<file path="src/rtl/int8_matmul_requantize_unit_macros.svh">
// assertion macros for the int8 matrix multiply and requantize unit
// no dependencies; empty bodies when SYNTHESIS is defined
`ifndef INT8_MATMUL_REQUANTIZE_UNIT_MACROS_SVH
`define INT8_MATMUL_REQUANTIZE_UNIT_MACROS_SVH
`ifndef SYNTHESIS
`define IMRU_ASSERT(label, clk, rstn, prop) \
    label: assert property (@(posedge clk) disable iff (!(rstn)) (prop)) \
        else $error("imru assertion failed");
`define IMRU_ASSERT_NEVER(label, clk, rstn, cond) \
    label: assert property (@(posedge clk) disable iff (!(rstn)) !(cond)) \
        else $error("imru forbidden condition seen");
`else
`define IMRU_ASSERT(label, clk, rstn, prop)
`define IMRU_ASSERT_NEVER(label, clk, rstn, cond)
`endif
`endif

</file>
<file path="src/rtl/imru_pkg.sv">
// shared types, constants and helpers for the int8 matrix multiply unit
// no dependencies
package imru_pkg;

    localparam int MAX_N_DEF  = 16;
    localparam int MAX_K_DEF  = 64;
    localparam int CFG_DATA_W = 32;
    localparam int CFG_IDX_W  = 2;

    localparam logic [4:0]  N_USED_RST      = 5'd16;
    localparam logic [6:0]  K_USED_RST      = 7'd64;
    localparam logic [31:0] SCALE_MULT_RST  = 32'd1073741824;
    localparam logic [5:0]  SCALE_SHIFT_RST = 6'd30;

    localparam logic signed [7:0] Q_MIN = -8'sd128;
    localparam logic signed [7:0] Q_MAX = 8'sd127;

    typedef struct packed {
        logic              action;
        logic [5:0]        weight_row;
        logic [3:0]        weight_col;
        logic signed [7:0] value;
    } in_item_t;

    typedef struct packed {
        logic signed [7:0] result_value;
        logic [3:0]        result_col;
        logic              row_last;
    } out_item_t;

    typedef struct packed {
        logic mac_en;
        logic shift_en;
        logic clear;
    } cell_ctrl_t;

    typedef enum logic [2:0] {
        S_RUN,
        S_WAIT,
        S_MUL,
        S_RND,
        S_HOLD
    } state_t;

    typedef enum logic [CFG_IDX_W-1:0] {
        CFG_N_USED,
        CFG_K_USED,
        CFG_SCALE_MULT,
        CFG_SCALE_SHIFT
    } cfg_index_t;

    localparam logic ACTION_WEIGHT = 1'b0;
    localparam logic ACTION_ACT    = 1'b1;

    function automatic int addr_width(input int depth);
        return (depth > 1) ? $clog2(depth) : 1;
    endfunction

endpackage

</file>
<file path="src/rtl/imru_requant.sv">
// requantiser: magnitude times scale, round half away from zero, clamp to int8
// depends on imru_pkg
module imru_requant #(
    parameter int ACC_W = 22
) (
    input  logic                    aclk,
    input  logic                    mul_en,
    input  logic signed [ACC_W-1:0] sum,
    input  logic [31:0]             scale_multiplier,
    input  logic [5:0]              scale_shift,
    output logic signed [7:0]       q
);

    localparam int PROD_W = ACC_W + 32;

    logic [ACC_W-1:0]  mag;
    logic              neg_reg;
    logic [PROD_W-1:0] prod_reg;
    logic [63:0]       half;
    logic [63:0]       rounded;

    assign mag = sum[ACC_W-1] ? ACC_W'(-sum) : ACC_W'(sum);

    always_ff @(posedge aclk) begin
        if (mul_en) begin
            neg_reg  <= sum[ACC_W-1];
            prod_reg <= PROD_W'(mag) * PROD_W'(scale_multiplier);
        end
    end

    always_comb begin
        half    = 64'd0;
        rounded = 64'(prod_reg);
        if (scale_shift != 6'd0) begin
            half    = 64'd1 << (scale_shift - 6'd1);
            rounded = (64'(prod_reg) + half) >> scale_shift;
        end
        if (neg_reg) begin
            q = (rounded > 64'(imru_pkg::Q_MAX)) ? imru_pkg::Q_MIN
                                                 : $signed(8'd0 - rounded[7:0]);
        end else begin
            q = (rounded >= 64'(imru_pkg::Q_MAX)) ? imru_pkg::Q_MAX
                                                  : $signed(rounded[7:0]);
        end
    end

endmodule

</file>
<file path="config.mk">
export PLATFORM = sky130hd
export DESIGN_NAME = imru_requant
export DESIGN_NICKNAME = d
export VERILOG_FILES = /design/src/rtl/int8_matmul_requantize_unit_macros.svh /design/src/rtl/imru_pkg.sv /design/src/rtl/imru_requant.sv
export SDC_FILE = /design/constraint.sdc
export NUM_CORES = 2
export LEC_CHECK = 0
export BUFFER_PORTS_ARGS = -buffer_cell sky130_fd_sc_hd__buf_4
export CAP_MARGIN = 20
export CORE_MARGIN = 1.5
export CORE_UTILIZATION = 65
export DETAILED_ROUTE_END_ITERATION = 8
export PLACE_DENSITY = 0.93
export SLEW_MARGIN = 20
export SYNTH_ARGS = -nofsm -noshare
export SYNTH_HDL_FRONTEND = slang
export SYNTH_SLANG_ARGS = --single-unit
</file>
<file path="constraint.sdc">
create_clock -name aclk -period 10.05 [get_ports aclk]
set_input_delay 0 -clock aclk [delete_from_list [all_inputs] [get_ports aclk]]
set_output_delay 0 -clock aclk [all_outputs]
set_load 0.05 [all_outputs]
</file>
# Word-level counts from Yosys, hierarchy flattened
# Cells that the tools add are included.
classes:
  shift: 2
  order_cmp: 2
  n_mux: 5
  n_reduce_logical: 1
  n_addsub: 4
  mul: 1
ops:
  columns: ["operator", "count"]
  rows:
  - ["$add A54 B64 Y64", 1]
  - ["$ge A64 B7 Y1 const B", 1]
  - ["$gt A64 B7 Y1 const B", 1]
  - ["$mux W64", 1]
  - ["$shl A1 B6 Y64 const A", 1]
  - ["$shr A64 B6 Y64", 1]
  - ["$mul A22 B32 Y54", 1]
  - ["$mux W8", 3]
  - ["$mux W22", 1]
  - ["$neg A22 Y22", 1]
  - ["$sub A1 B8 Y8 const A", 1]
  - ["$reduce_bool A6 Y1", 1]
  - ["$sub A6 B1 Y6 const B", 1]
totals:
  in_bits: 62
  out_inout_bits: 8
  regBits: 55
  wordCells: 17

# Depth between registers and ports, before layout
depth:
  word_depth: 8
  depth_mapped: 38
  ltp_nobuf: 37

# Worst setup path after synthesis
# Ideal clock, no wire load.
synth_path:
  path_type: "input -> register"
  start: "input sum[4]"
  end: "register prod_reg[53], data pin"
  setup_slack_ns: 1.367
  required_time_ns: 9.790
  setup_time_ns: 0.260
  cell_stages: 33
  path_buffers: 1
  arrival_time_ns: 8.423
  cell_sequence: "or4_1 > or4_1 > o31ai_1 > xnor2_1 > clkbuf_1 > nand2_1 > fa_1 > fa_1 > inv_1 > ha_1 > fa_1 > inv_1 > fa_1 > fa_1 > fa_1 > inv_1 > ha_1 > or2_2 > a2111oi_0 > o21bai_1 > a21oi_1 > o31ai_1 > a211o_1 > o22a_1 > a41o_1 > a21o_1 > o211ai_1 > a31oi_1 > a21boi_0 > o211ai_1 > a21o_1 > a21oi_1 > xnor2_1"
synth_between:
  elab_chain_len: 3
synth_rtl:
  columns: ["item", "line", "rtl"]
  rows:
  - ["start, declared", "imru_requant.sv:8", "input logic signed [ACC_W-1:0] sum,"]
  - ["$neg A22 Y22", "imru_requant.sv:22", "assign mag = sum[ACC_W-1] ? ACC_W'(-sum) : ACC_W'(sum);"]
  - ["$mux W22 (*)", "imru_requant.sv:22", null]
  - ["$mul A22 B32 Y54 (*)", "imru_requant.sv:27", "prod_reg <= PROD_W'(mag) * PROD_W'(scale_multiplier);"]
  - ["end signal, assigned", "imru_requant.sv:27", null]
  - ["end, declared", "imru_requant.sv:18", "logic [PROD_W-1:0] prod_reg;"]
# Every way passes the cells marked *; elsewhere a longest branch is shown, timed or not.
# A chain may end at the register's enable or synchronous reset.

# Final worst setup path
# Same ends and word-level chain as after synthesis.

==> impl_metrics.json <==
{
  "synth_compound_area_share_pct": 14.9,
  "placed_cell_area_sq_um": 34400,
  "postCtsSetupBuffers": 0,
  "status": "completed",
  "grt_pass1_vias": 32700,
  "synth_cell_type_count": 107,
  "synthCells": 4076,
  "vias": 31400,
  "worst_setup_path_end_kind": "flip-flop",
  "clk_pin_slew_ns": 0.08,
  "synth_edf_count": 55,
  "num_io_pins": 70,
  "largest_register_ffs": 54,
  "vias_per_cell": 6.77,
  "final-setup-viol-count": 0,
  "hold_class": "in -> reg",
  "cts-root-buf": "clkbuf_16",
  "worst_path_max_delay_cell": "fa_1",
  "final_nets": 4836,
  "ys_async_sr_fraction_pct": 0,
  "final_area_sq_um": 34600,
  "path_common_cell": "fa_1",
  "fmax_mhz": 107,
  "tns_ns": 0,
  "hold_buffers": 0,
  "slew_viol_final": 0,
  "h-tree-depth": 2,
  "yosysSeqAreaShare_pct": 4.93,
  "critPathArrivalTime_ns": 9.43,
  "antenna_left": 0,
  "muxShareOfSynthArea_pct": 3.06,
  "drc": 0,
  "ys.flop_type": "edfxtp_1",
  "tightest_slew_ns": 1.06,
  "grt_use_total_pct": 40.7,
  "syn_nets": 4962,
  "clockBufferDepth": 2,
  "grt_max_degree": 68,
  "clkSinkCount": 55,
  "dieWidth_um": 230,
  "syn_to_final_growth_pct": 3.28,
  "initial_utilization_pct": 65.6,
  "drtIter0Drc": 3966,
  "cts_resized": 0,
  "numCtsBuffers": 5,
  "grt_pass1_wl_mm": 170,
  "start_kind": "primary input",
  "wirelength_mm": 107,
  "die_area_sq_um": 53000,
  "gr-total-overflow": 0,
  "synth.avg_cell_area_sq_um": 8.23,
  "hold_viol_final": 0,
  "core_sq_um": 51100,
  "numPortBuffers": 69,
  "drv_cap": 0,
  "hpwl_mm": 84.6,
  "yosys.area_share.simple_pct": 20.4,
  "synth-xor-area-share_pct": 2.64,
  "synth_seq_cells": 55,
  "slew_headroom_pct": 29.0,
  "cp.required_ns": 10.11,
  "gp_congestion": 1.07,
  "synth_top_family_by_area": "adder cells",
  "whs_ns": 0.104,
  "die_h_um": 230,
  "avgRoutedWirePerCell_um": 23.0,
  "rsz0062_at_grt": "false",
  "finalCritPeriodShare_pct": 93.2,
  "critPathKind": "in -> reg",
  "syn_area_sq_um": 33500,
  "final_cell_mix": "669 x nand2_1, 632 x inv_1, 598 x fa_1",
  "final_common_cell": "nand2_1",
  "synth_adder_area_share_pct": 44.1,
  "antenna_found_initial": 9,
  "slowest_delay_ns": 0.56,
  "dr.pass1.iters": 9,
  "crit_path_max_fanout": 22,
  "cts_tree": "yes",
  "rows": 83,
  "ys_warn_count": 0,
  "drive_above_1_share_pct": 6.35,
  "finalCriticalPeriod_ns": 9.36
}
[worst max-delay path: cells and delay by family]
family	cells	cell delay [ns]
buffers and inverters	3	0.59
adders and majority gates	8	3.82
xor gates and xnor gates	2	0.42
and+or+nand+nor	4	1.50
AOI/OAI and AO/OA	13	3.08
[Yosys cell counts (all sizes together), types with 15 or more instances]
cell,n,share of area (%)
nor3,69,1.1
nand4,34,0.63
a31o,15,0.39
o22ai,16,0.30
a21o,61,1.4
nor4,30,0.66
mux2i,36,1.1
a21oi,156,2.4
a31oi,18,0.34
inv,634,7.1
nor2,206,2.3
a2111oi,15,0.40
mux4,22,1.5
and2,221,4.1
ha,226,8.4
o21a,21,0.47
xor2,29,0.76
nand3,61,0.91
or3,26,0.50
o21bai,17,0.38
mux2,15,0.50
a211oi,42,0.94
fa,598,36
o31ai,20,0.45
nand2,669,7.5
edfxtp,55,4.9
o21ai,111,1.7
buf,37,0.54
and3,39,0.73
nand2b,16,0.30
o211ai,34,0.78
xnor2,72,1.9
clkbuf,208,2.3
[through the flow]
stage	std cells	setup slack [ns]	utilization (%)
CTS	4631	0.753	67.7
finish	4643	0.686	67.8
global route	4639	0.263	67.7
detailed placement	4623	0.443	67.4
global placement	4623	0.739	67.4
floorplan	4076	1.37	-
[cell families after synthesis]
kind of cell / Yosys count
muxes: 73
DFF: 55
xor gates and xnor gates: 101
adders and majority gates: 824
buffers and inverters: 881
AOI/OAI and AO/OA: 702
and+or+nand+nor: 1440
[metal layers]
layer  GRT usage, %  wire length [um]  up-vias
li1               -                 -    13200
met1           50.0             36900    15100
met2           65.1             49100     2450
met3           9.72             13400      709
met4           25.2              7640        0
met5              0                 0        -
[cell type report]
cell class	instances	area, sq um
multi-input combinational	3140	28700
fill	3857	16500
inverter	636	2390
sequential	55	1650
tap	680	851
timing repair buffer	112	841
clock buffer	5	125
clock inverter	3	50.0
antenna	12	30.0
[final timing paths]
| path | cells past startpoint | endpoint | slack (ns) | start |
|---|---|---|---|---|
| setup / recovery | 30 | prod_reg[53] | 0.69 | sum[4] |
| hold / removal | 1 | neg_reg | 0.10 | sum[21] |
Power is not shown: default switching activity piles up to over one toggle a cycle in this logic, so the estimate is an artifact.
