<file path="src/rtl/int8_matmul_requantize_unit_macros.svh">
// assertion macros for the int8 matrix multiply and requantize unit
// no dependencies; empty bodies when SYNTHESIS is defined
`ifndef INT8_MATMUL_REQUANTIZE_UNIT_MACROS_SVH
`define INT8_MATMUL_REQUANTIZE_UNIT_MACROS_SVH
`ifndef SYNTHESIS
`define IMRU_ASSERT(label, clk, rstn, prop) \
    label: assert property (@(posedge clk) disable iff (!(rstn)) (prop)) \
        else $error("imru assertion failed");
`define IMRU_ASSERT_NEVER(label, clk, rstn, cond) \
    label: assert property (@(posedge clk) disable iff (!(rstn)) !(cond)) \
        else $error("imru forbidden condition seen");
`else
`define IMRU_ASSERT(label, clk, rstn, prop)
`define IMRU_ASSERT_NEVER(label, clk, rstn, cond)
`endif
`endif

</file>
<file path="src/rtl/imru_pkg.sv">
// shared types, constants and helpers for the int8 matrix multiply unit
// no dependencies
package imru_pkg;

    localparam int MAX_N_DEF  = 16;
    localparam int MAX_K_DEF  = 64;
    localparam int CFG_DATA_W = 32;
    localparam int CFG_IDX_W  = 2;

    localparam logic [4:0]  N_USED_RST      = 5'd16;
    localparam logic [6:0]  K_USED_RST      = 7'd64;
    localparam logic [31:0] SCALE_MULT_RST  = 32'd1073741824;
    localparam logic [5:0]  SCALE_SHIFT_RST = 6'd30;

    localparam logic signed [7:0] Q_MIN = -8'sd128;
    localparam logic signed [7:0] Q_MAX = 8'sd127;

    typedef struct packed {
        logic              action;
        logic [5:0]        weight_row;
        logic [3:0]        weight_col;
        logic signed [7:0] value;
    } in_item_t;

    typedef struct packed {
        logic signed [7:0] result_value;
        logic [3:0]        result_col;
        logic              row_last;
    } out_item_t;

    typedef struct packed {
        logic mac_en;
        logic shift_en;
        logic clear;
    } cell_ctrl_t;

    typedef enum logic [2:0] {
        S_RUN,
        S_WAIT,
        S_MUL,
        S_RND,
        S_HOLD
    } state_t;

    typedef enum logic [CFG_IDX_W-1:0] {
        CFG_N_USED,
        CFG_K_USED,
        CFG_SCALE_MULT,
        CFG_SCALE_SHIFT
    } cfg_index_t;

    localparam logic ACTION_WEIGHT = 1'b0;
    localparam logic ACTION_ACT    = 1'b1;

    function automatic int addr_width(input int depth);
        return (depth > 1) ? $clog2(depth) : 1;
    endfunction

endpackage

</file>
<file path="src/rtl/imru_ram.sv">
// generic simple dual-port ram with registered read
// depends on imru_pkg
module imru_ram #(
    parameter int WIDTH = 8,
    parameter int DEPTH = imru_pkg::MAX_K_DEF
) (
    input  logic                                       aclk,
    input  logic                                       we,
    input  logic [imru_pkg::addr_width(DEPTH)-1:0]     waddr,
    input  logic [WIDTH-1:0]                           wdata,
    input  logic [imru_pkg::addr_width(DEPTH)-1:0]     raddr,
    output logic [WIDTH-1:0]                           rdata
);

    logic [WIDTH-1:0] mem [DEPTH];
    logic [WIDTH-1:0] rdata_reg;

    always_ff @(posedge aclk) begin
        if (we) begin
            mem[waddr] <= wdata;
        end
        rdata_reg <= mem[raddr];
    end

    assign rdata = rdata_reg;

endmodule

</file>
<file path="src/rtl/imru_cell.sv">
// one column cell: weight column ram and column accumulator, shifts to neighbour
// depends on imru_pkg and imru_ram
module imru_cell #(
    parameter int DEPTH = imru_pkg::MAX_K_DEF,
    parameter int ACC_W = 22
) (
    input  logic                                   aclk,
    input  logic                                   aresetn,
    input  imru_pkg::cell_ctrl_t                   ctrl,
    input  logic                                   wr_en,
    input  logic [imru_pkg::addr_width(DEPTH)-1:0] wr_addr,
    input  logic signed [7:0]                      wr_data,
    input  logic [imru_pkg::addr_width(DEPTH)-1:0] rd_addr,
    input  logic signed [7:0]                      act_value,
    input  logic signed [ACC_W-1:0]                shift_in,
    output logic signed [ACC_W-1:0]                acc
);

    logic [7:0]              w_rd;
    logic signed [15:0]      prod;
    logic signed [ACC_W-1:0] acc_reg;
    logic signed [ACC_W-1:0] acc_next;

    imru_ram #(
        .WIDTH (8),
        .DEPTH (DEPTH)
    ) u_ram (
        .aclk  (aclk),
        .we    (wr_en),
        .waddr (wr_addr),
        .wdata (wr_data),
        .raddr (rd_addr),
        .rdata (w_rd)
    );

    assign prod = act_value * $signed(w_rd);

    always_comb begin
        acc_next = acc_reg;
        if (ctrl.clear) begin
            acc_next = '0;
        end else if (ctrl.shift_en) begin
            acc_next = shift_in;
        end else if (ctrl.mac_en) begin
            acc_next = acc_reg + ACC_W'(prod);
        end
    end

    always_ff @(posedge aclk) begin
        if (!aresetn) begin
            acc_reg <= '0;
        end else begin
            acc_reg <= acc_next;
        end
    end

    assign acc = acc_reg;

endmodule

</file>
<file path="config.mk">
export PLATFORM = sky130hd
export DESIGN_NAME = imru_cell
export DESIGN_NICKNAME = d
export VERILOG_FILES = /design/src/rtl/int8_matmul_requantize_unit_macros.svh /design/src/rtl/imru_pkg.sv /design/src/rtl/imru_ram.sv /design/src/rtl/imru_cell.sv
export SDC_FILE = /design/constraint.sdc
export NUM_CORES = 1
export LEC_CHECK = 0
export ABC_CLOCK_PERIOD_IN_PS = 15900
export BUFFER_PORTS_ARGS = -buffer_cell sky130_fd_sc_hd__buf_2
export CORE_MARGIN = 3
export CORE_UTILIZATION = 67
export DETAILED_ROUTE_END_ITERATION = 7
export PLACE_DENSITY_LB_ADDON = 0.3
export SYNTH_ARGS = -nofsm -noshare
export SYNTH_HDL_FRONTEND = slang
export SYNTH_SLANG_ARGS = --single-unit
</file>
<file path="constraint.sdc">
create_clock -name aclk -period 15.9 [get_ports aclk]
set_clock_uncertainty 0.15 [all_clocks]
set_input_delay 3.18 -clock aclk [delete_from_list [all_inputs] [get_ports aclk]]
set_output_delay 3.18 -clock aclk [all_outputs]
set_load 0.02 [all_outputs]
</file>
# == Yosys cells after proc, flatten, opt, wreduce, memory -nomap -nowiden ==
# Memory sizes are Yosys's and may differ from the RTL's. A register that Yosys moved wholly into a read port is not among the register bits.
# Index checks and enable logic that the tools add are counted.
# totals
elab_cells,11
register_bits,22
mem_bits_rw,512
memories,1
# classes
muxes,4
reduce_logical,2
bitwise,1
n_mul,1
n_addsub,1
# mem_list
memory,words,width,rd,rd_ports_with_merged_regs,write_ports,line,source
u_ram.mem,64,8,1,1,1,imru_ram.sv:15,logic [WIDTH-1:0] mem [DEPTH];
# ops
op,count
$mux 22,2
$add 22x16->22,1
$mul 8x8->16,1
$mux 1,2
$reduce_bool 2->1,1
$reduce_or 2->1,1
$not 1->1,1

# == Depth between registers and ports, before layout ==
# Gate-level depths: netlist of run 1.
# logic_depth
depth_word,4
ltp_mapped,19
mapped_depth_nobuf,18

# == By module ==
# Synthesis of run 1 repeated with hierarchy kept, for this count alone.
# unflattened
cells_unflattened,1470
area_unflattened_um2,25100.3
# modules_own_cells
mod,seq_area_each_um2,area_each_um2,instances,cells_per_inst
imru_ram,15534.9,20166.8,1,940
imru_cell,440.4,4933.5,1,530

# == Least setup slack after synthesis of run 1 ==
# Ideal clock, no wire load.
# synth_path
kind,in2reg
from,in act_value[7]
to,reg acc_reg[12] (netlist: acc[12])
stages,15
t_required_ns,15.655
arrival_ns,7.731
setup_time_ns,0.095
path_slack_ns,7.923
path_cell_list,and2_1 > inv_1 > fa_1 > inv_1 > fa_1 > fa_1 > fa_1 > fa_1 > ha_1 > a21oi_1 > o21ai_0 > o41ai_1 > xnor2_1 > nand2_1 > a221oi_1
# synth_via
elab_chain_cells,4
# synth_rtl
element,line,source
start: declaration,imru_cell.sv:14,"input logic signed [7:0] act_value,"
$mul 8x8->16,imru_cell.sv:36,assign prod = act_value * $signed(w_rd);
$add 22x16->22,imru_cell.sv:45,acc_next = acc_reg + ACC_W'(prod);
$mux 22,imru_cell.sv:44,end else if (ctrl.mac_en) begin
$mux 22,imru_cell.sv:42,end else if (ctrl.shift_en) begin
end signal: assignment,imru_cell.sv:53,acc_reg <= acc_next;
end: declaration,imru_cell.sv:21,logic signed [ACC_W-1:0] acc_reg;
# No other way between the ends. The select of a mux whose other input is x is not followed.
# A chain may end at the register's enable or synchronous reset.

# == Final worst setup path of run 1 ==
# layout_path
from,in act_value[7]
to,reg acc_reg[21] (netlist: acc[21])
# The elaborated chain is that of the path after synthesis.

==> results of run 1 <==
through the flow:
step	setup slack (ns)	instances	power (mW)
floorplan	7.92	1344	3.23
global placement	7.36	1835	3.60
detailed placement	7.16	1835	3.65
CTS	7.77	1927	4.91
global route	7.42	1928	5.28
finish	7.72	1928	4.90
tightest hold or removal path, stage by stage (launching register included):
cell and delay (ns):
dfxtp_1 0.32, a21oi_1 0.13, a21oi_1 0.07
cell families (layout without fill, tap and decap cells):
kind of cell / after synthesis / in the layout / share of synthesized area
DFF: 542 / 542 / 0.647
and+or+nand+nor: 226 / 226 / 0.0422
muxes: 178 / 178 / 0.157
buffers and inverters: 151 / 273 / 0.0240
adders and majority gates: 146 / 146 / 0.103
AOI/OAI and AO/OA: 82 / 82 / 0.0197
xor gates and xnor gates: 19 / 19 / 0.00674
other: 0 / 1 / 0
power groups by stage:
stage	registers (mW)	clock network, mW	logic, mW
5_1_grt	1.62	1.32	2.34
4_1_cts	1.62	1.26	2.02
3_3_place_gp	1.65	0	1.95
6_report	1.62	1.25	2.02
2_1_floorplan	1.65	0	1.58
3_5_place_dp	1.65	0	2.00
routing by layer:
| layer | vias up | global-route usage | routed length [µm] |
|---|---|---|---|
| li1 | 5342 | - | - |
| met1 | 6699 | 0.423 | 20600 |
| met2 | 814 | 0.495 | 28600 |
| met3 | 144 | 0.0689 | 5350 |
| met4 | 4 | 0.120 | 2470 |
| met5 | - | 0 | 34 |
area by class of cell:
class / instances / share of cell area
repair buffers: 84 / 0.0165
clock buffers: 66 / 0.0494
flip-flops and latches: 542 / 0.587
multi-input cells: 651 / 0.299
diodes: 1 / 0.0000920
clock inverters: 26 / 0.0133
well taps: 461 / 0.0212
inverters: 97 / 0.0134
cell usage in the layout (no fill, tap or decap), types with 8 or more instances in the layout:
cell       count
a21oi_1       35
and2_1        32
buf_2         75
buf_4          8
bufinv_16      8
clkbuf_1      14
clkbuf_16     51
clkinv_1      11
dfxtp_1       30
edfxtp_1     512
fa_1          96
ha_1          50
inv_1         97
mux2i_1        9
mux4_2       168
nand2_1       50
nand3_1       11
nor2_1        93
nor2b_1       13
nor3_1         8
o21ai_0       17
xnor2_1       14
path summary, 6_finish.rpt:
check	start	end	slack (ns)	cells past startpoint
min reg2reg	acc[7]$_SDFFE_PP0P_	acc[7]$_SDFFE_PP0P_	0.42	2
max	act_value[7]	acc[21]$_SDFFE_PP0P_	7.72	17
max reg2reg	u_ram.rdata[0]$_DFF_P_	acc[21]$_SDFFE_PP0P_	9.81	16
min	acc[7]$_SDFFE_PP0P_	acc[7]$_SDFFE_PP0P_	0.42	2
==> key figures, run 1 <==
Critical path
  – CP max stage delay: 0.76 ns
  – Kind of cell with the highest combined delay on the critical path: adder cells
  – Required time worst endpoint: 16.19 ns
  – Worst path buffer plus inverter count: 3
  – Crit-path max FO: 15
  – Crit path cell chain: buf_2 > and2_1 > inv_1 > fa_1 > inv_1 > fa_1 > fa_1 > fa_1 > fa_1 > ha_1 > o21ai_0 > o21ai_0 > nand2_1 > o211ai_1 > o22ai_1 > xnor2_1 > o22ai_1
  – CP startpoint kind: input port
  – Slowest CP cell: and2_1
  – Most common cell on crit path: fa_1
  – CP arrival: 8.47 ns
  – Worst setup EP type: flip-flop
  – WS Path Type: input port to flip-flop

Power and ir drop
  – Seq pwr share: 0.331
  – Switching Share: 0.346
  – VDD IR max: 0.231 mV
  – Logic pwr share: 0.413
  – Pwr Density: 180 nW/µm²
  – Int Pwr: 3.21 mW
  – Sw Pwr: 1.69 mW
  – Clock power share: 0.256
  – P_leak: 9.48 nW

Layout
  – Fin area: 27,200 µm²
  – Final #Nets: 1,628
  – Area Overhead vs Synth: 10.1%
  – Fillers: 1,936
  – Final Core Density: 0.757
  – Max reg flops: 512
  – Multi-input gate area: 8130 µm²
  – Layout cell share with drive strength beyond 1: 0.218
  – Sequential cell area: 16,000 µm²

Run status
  – Status: completed

Logic synthesis
  – Top post-synthesis cells by count: 512 x edfxtp_1, 168 x mux4_2, 97 x inv_1
  – Most common cell in the netlist: edfxtp_1
  – Top FF cell, synth: edfxtp_1
  – Mapped Nets: 1,546
  – Synth top area share: 0.623
  – Synth area leader: edfxtp_1
  – Post-synth ARST share: 0
  – Syn. warnings: 0
  – Dominant cells by area after synthesis: edfxtp_1 62%, mux4_2 15%, fa_1 7.8%
  – Mapped Avg Cell Area: 18.4 µm²
  – Post-synthesis sequential area ratio: 0.647
  – Post-Syn Area: 24,700 µm²
  – Count of cell types in the netlist: 42
  – Syn Inst Count: 1,344
  – Number of synthesized flops with an enable pin: 512
  – #FFs+latches synth: 542

Timing
  – Hold WS: 0.422 ns
  – Final Setup Violations: 0
  – TNS Setup: 0 ns
  – RSZ-0062 raised after global routing: no
  – Achievable Freq: 122 MHz
  – Slew Limit Fails: 0
  – Final hold viol count: 0
  – Period utilization: 0.515
  – Slew @ Worst Pin: 1.35 ns
  – Crit path time final: 8.18 ns
  – Rel. slew slack: 0.103

Clocking
  – CTS buffer count: 50
  – Clk buf depth: 3
  – CTS tree: yes
  – Hold Buf Count CTS: 0
  – CTS Root Cell: clkbuf_16
  – Worst skew pair latency: 0.62 ns
  – Clk sinks: 542
  – Clk slew on worst S/H paths: 0.06 ns
  – H-tree Lvls: 2
  – Post-cts resize count: 0
  – Number of setup buffers added after CTS: 0

Floorplanning
  – I/O pins: 78
  – Die width: 198 µm
  – Initial Util: 0.688
  – Core Area: 35,900 µm²
  – # rows: 69
  – Die ar.: 39,200 µm²
  – Die height: 198 µm

Placement
  – Final GP Congestion: 0.828
  – Area after DPL: 25,500 µm²
  – PortBufs: 77
  – Final HPWL DP: 33,000 µm

Drt
  – DRC violations left: 0
  – Total Wirelength: 57,100 µm
  – Total number of vias: 13,000
  – Vias per cell: 6.74
  – Avg WL per Cell: 29.6 µm
  – Initial DRC Count: 1,389
  – Pre-antenna DRT Iters: 6
  – Antenna-violating nets left: 0

GRT
  – Gr ovfl total: 0
  – First-pass GRT wire length: 86,500 µm
  – Tot GR Track Use: 0.307
  – Initial antenna violation count: 3
  – Pin count of the biggest net entering global routing: 79
  – Number of global-route vias before repair: 13,400

Run
  – Max_cap viols: 0

Hold path
  – Worst Hold Class: flip-flop to flip-flop
Power figures use the tool's default switching activity.
==> run 2, diff against run 1 <==
ABC_CLOCK_PERIOD_IN_PS = 7400   (was 15900)
CORE_UTILIZATION = 56   (was 67)
clock period = 7.4 ns   (was 15.9 ns; I/O delays follow)
==> key figures, run 2 (synthesis gave the netlist of run 1 again) <==
Placement
  – Setup WS pre-CTS: 0.992 ns (-6.17 ns)
  – Final GP Congestion: 0.796 (-3.9%)
  – PortBufs: 77 (unchanged)
  – Final HPWL DP: 32,200 µm (-2.2%)

Drt
  – Antenna-violating nets left: 0 (unchanged)
  – DRC violations left: 0 (unchanged)
  – Avg WL per Cell: 25.1 µm (-15%)
  – Pre-antenna DRT Iters: 5 (-1)
  – Initial DRC Count: 1,330 (-4.2%)
  – Vias per cell: 6.07 (-9.9%)
  – Total Wirelength: 51,800 µm (-9.2%)
  – Total number of vias: 12,500 (-3.7%)

Floorplanning
  – Core Area: 43,400 µm² (+21%)
  – Initial Util: 0.569 (-0.118)
  – Die width: 216 µm (+9.1%)
  – Die ar.: 46,600 µm² (+19%)
  – I/O pins: 78 (unchanged)
  – Die height: 216 µm (+9.1%)
  – # rows: 76 (+10%)

Power and ir drop
  – VDD IR max: 0.381 mV (+65%)
  – Switching Share: 0.348 (+0.00210)
  – Pwr Density: 383 nW/µm² (+110%)
  – Power Total: 10.5 mW (+110%)
  – Logic pwr share: 0.416 (+0.003)
  – Clock power share: 0.253 (-0.003)
  – P_leak: 9.52 nW (+0.46%)
  – Sw Pwr: 3.65 mW (+120%)
  – Seq pwr share: 0.331 (about the same)
  – Int Pwr: 6.85 mW (+110%)

Clocking
  – CTS Root Cell: clkbuf_16
  – Worst skew pair latency: 0.62 ns (about the same)
  – Clk sinks: 542 (unchanged)
  – Clk slew on worst S/H paths: 0.06 ns (about the same)
  – Post-cts resize count: 0 (unchanged)
  – H-tree Lvls: 2 (unchanged)
  – Hold Buf Count CTS: 0 (unchanged)
  – CTS buffer count: 52 (+4.0%)
  – Clk buf depth: 3 (unchanged)
  – Number of setup buffers added after CTS: 0 (unchanged)
  – CTS tree: yes

Critical path
  – Required time worst endpoint: 7.69 ns (-8.50 ns)
  – Crit-path max FO: 8 (-7)
  – Worst setup EP type: flip-flop
  – Crit path from: act_value[7]
  – CP startpoint kind: input port
  – CP arrival: 6.15 ns (-2.32 ns)
  – Reg2reg start: u_ram.rdata[0]$_DFF_P_
  – WS Path Type: input port to flip-flop

GRT
  – Tot GR Track Use: 0.231 (-0.0767)
  – Pin count of the biggest net entering global routing: 67 (-15%)
  – Gr ovfl total: 0 (unchanged)
  – First-pass GRT wire length: 80,400 µm (-7.0%)
  – Initial antenna violation count: 3 (unchanged)
  – Number of global-route vias before repair: 13,100 (-2.2%)

Timing
  – TNS Setup: 0 ns (unchanged)
  – Period utilization: 0.792
  – Achievable Freq: 171 MHz
  – Crit path time final: 5.86 ns
  – Slew @ Worst Pin: 1.29 ns (-0.0579 ns)
  – Hold WS: 0.449 ns (+0.0269 ns)
  – Final hold viol count: 0 (unchanged)
  – Rel. slew slack: 0.142 (+0.0386)
  – Slew Limit Fails: 0 (unchanged)
  – Final worst slack: 1.54 ns (-6.18 ns)
  – RSZ-0062 raised after global routing: no
  – Final Setup Violations: 0 (unchanged)

Layout
  – Commonest non-fill, non-tap cells in the layout: 512 x edfxtp_1, 168 x mux4_2, 97 x inv_1
  – Final #Nets: 1,635 (+0.43%)
  – Max reg flops: 512 (unchanged)
  – Layout cell share with drive strength beyond 1: 0.227 (+0.00831)
  – Final Core Density: 0.632 (-0.125)
  – Area Overhead vs Synth: 11.0%
  – Most common cell after layout, fill and taps aside: edfxtp_1

Run status
  – Status: completed

Hold path
  – Worst Hold Class: flip-flop to flip-flop
  – HP Start: acc[10]$_SDFFE_PP0P_

Run
  – Max_cap viols: 0 (unchanged)
[run 2: cell count changes in the layout (fill, tap and decap cells not counted), sizes merged]
cell,change
clkinv,+6
buf,+5
bufinv,-3
clkbuf,+1
diode,+1
inv,-1
[run 2: per-layer routing]
metal	track usage	share of wire	routed length [µm]
met5	0	0.00014	7
met4	0.0600	0.021	1110
met3	0.0415	0.079	4080
met2	0.372	0.49	25600
met1	0.334	0.41	21000
[run 2: area by class of cell]
type                    count  area (µm²)
diodes                      2        5.00
clock buffers              67        1400
clock inverters            28         319
fillers                  2992       16000
inverters                  97         364
multi-input cells         651        8130
flip-flops and latches    542       16000
well taps                 585         732
repair buffers             89         487
[run 2: path summary, 6_finish.rpt]
kind	to	slack, ns	cells past startpoint
worst max register to register	acc[21]$_SDFFE_PP0P_	1.96	16
worst max-delay path	acc[21]$_SDFFE_PP0P_	1.54	17
worst min register to register	acc[10]$_SDFFE_PP0P_	0.45	2
worst min-delay path	acc[10]$_SDFFE_PP0P_	0.45	2
[run 2: power by group through the flow]
stage	registers, mW	clock network [mW]	logic, mW
global route	3.49	2.82	5.06
global placement	3.54	0	4.22
floorplan	3.55	0	3.39
detailed placement	3.55	0	4.32
CTS	3.48	2.69	4.37
finish	3.48	2.66	4.37
[run 2: per-stage QoR]
stage / instance area [µm²] / std cells
4_1_cts: 27400 / 2059
5_1_grt: 27400 / 2061
2_1_floorplan: 24700 / 1344
3_3_place_gp: 25700 / 1964
6_report: 27400 / 2061
3_5_place_dp: 25700 / 1964
[run 2: worst max-delay path, cell delays in order]
cell and delay [ns]:
buf_2 0.14, and2_1 0.28, inv_1 0.10, fa_1 0.48, inv_1 0.05, fa_1 0.48, fa_1 0.56, fa_1 0.42
fa_1 0.44, ha_1 0.33, o21ai_0 0.12, o21ai_0 0.37, nand2_1 0.19, o211ai_1 0.29, o22ai_1 0.13, xnor2_1 0.18
o22ai_1 0.09
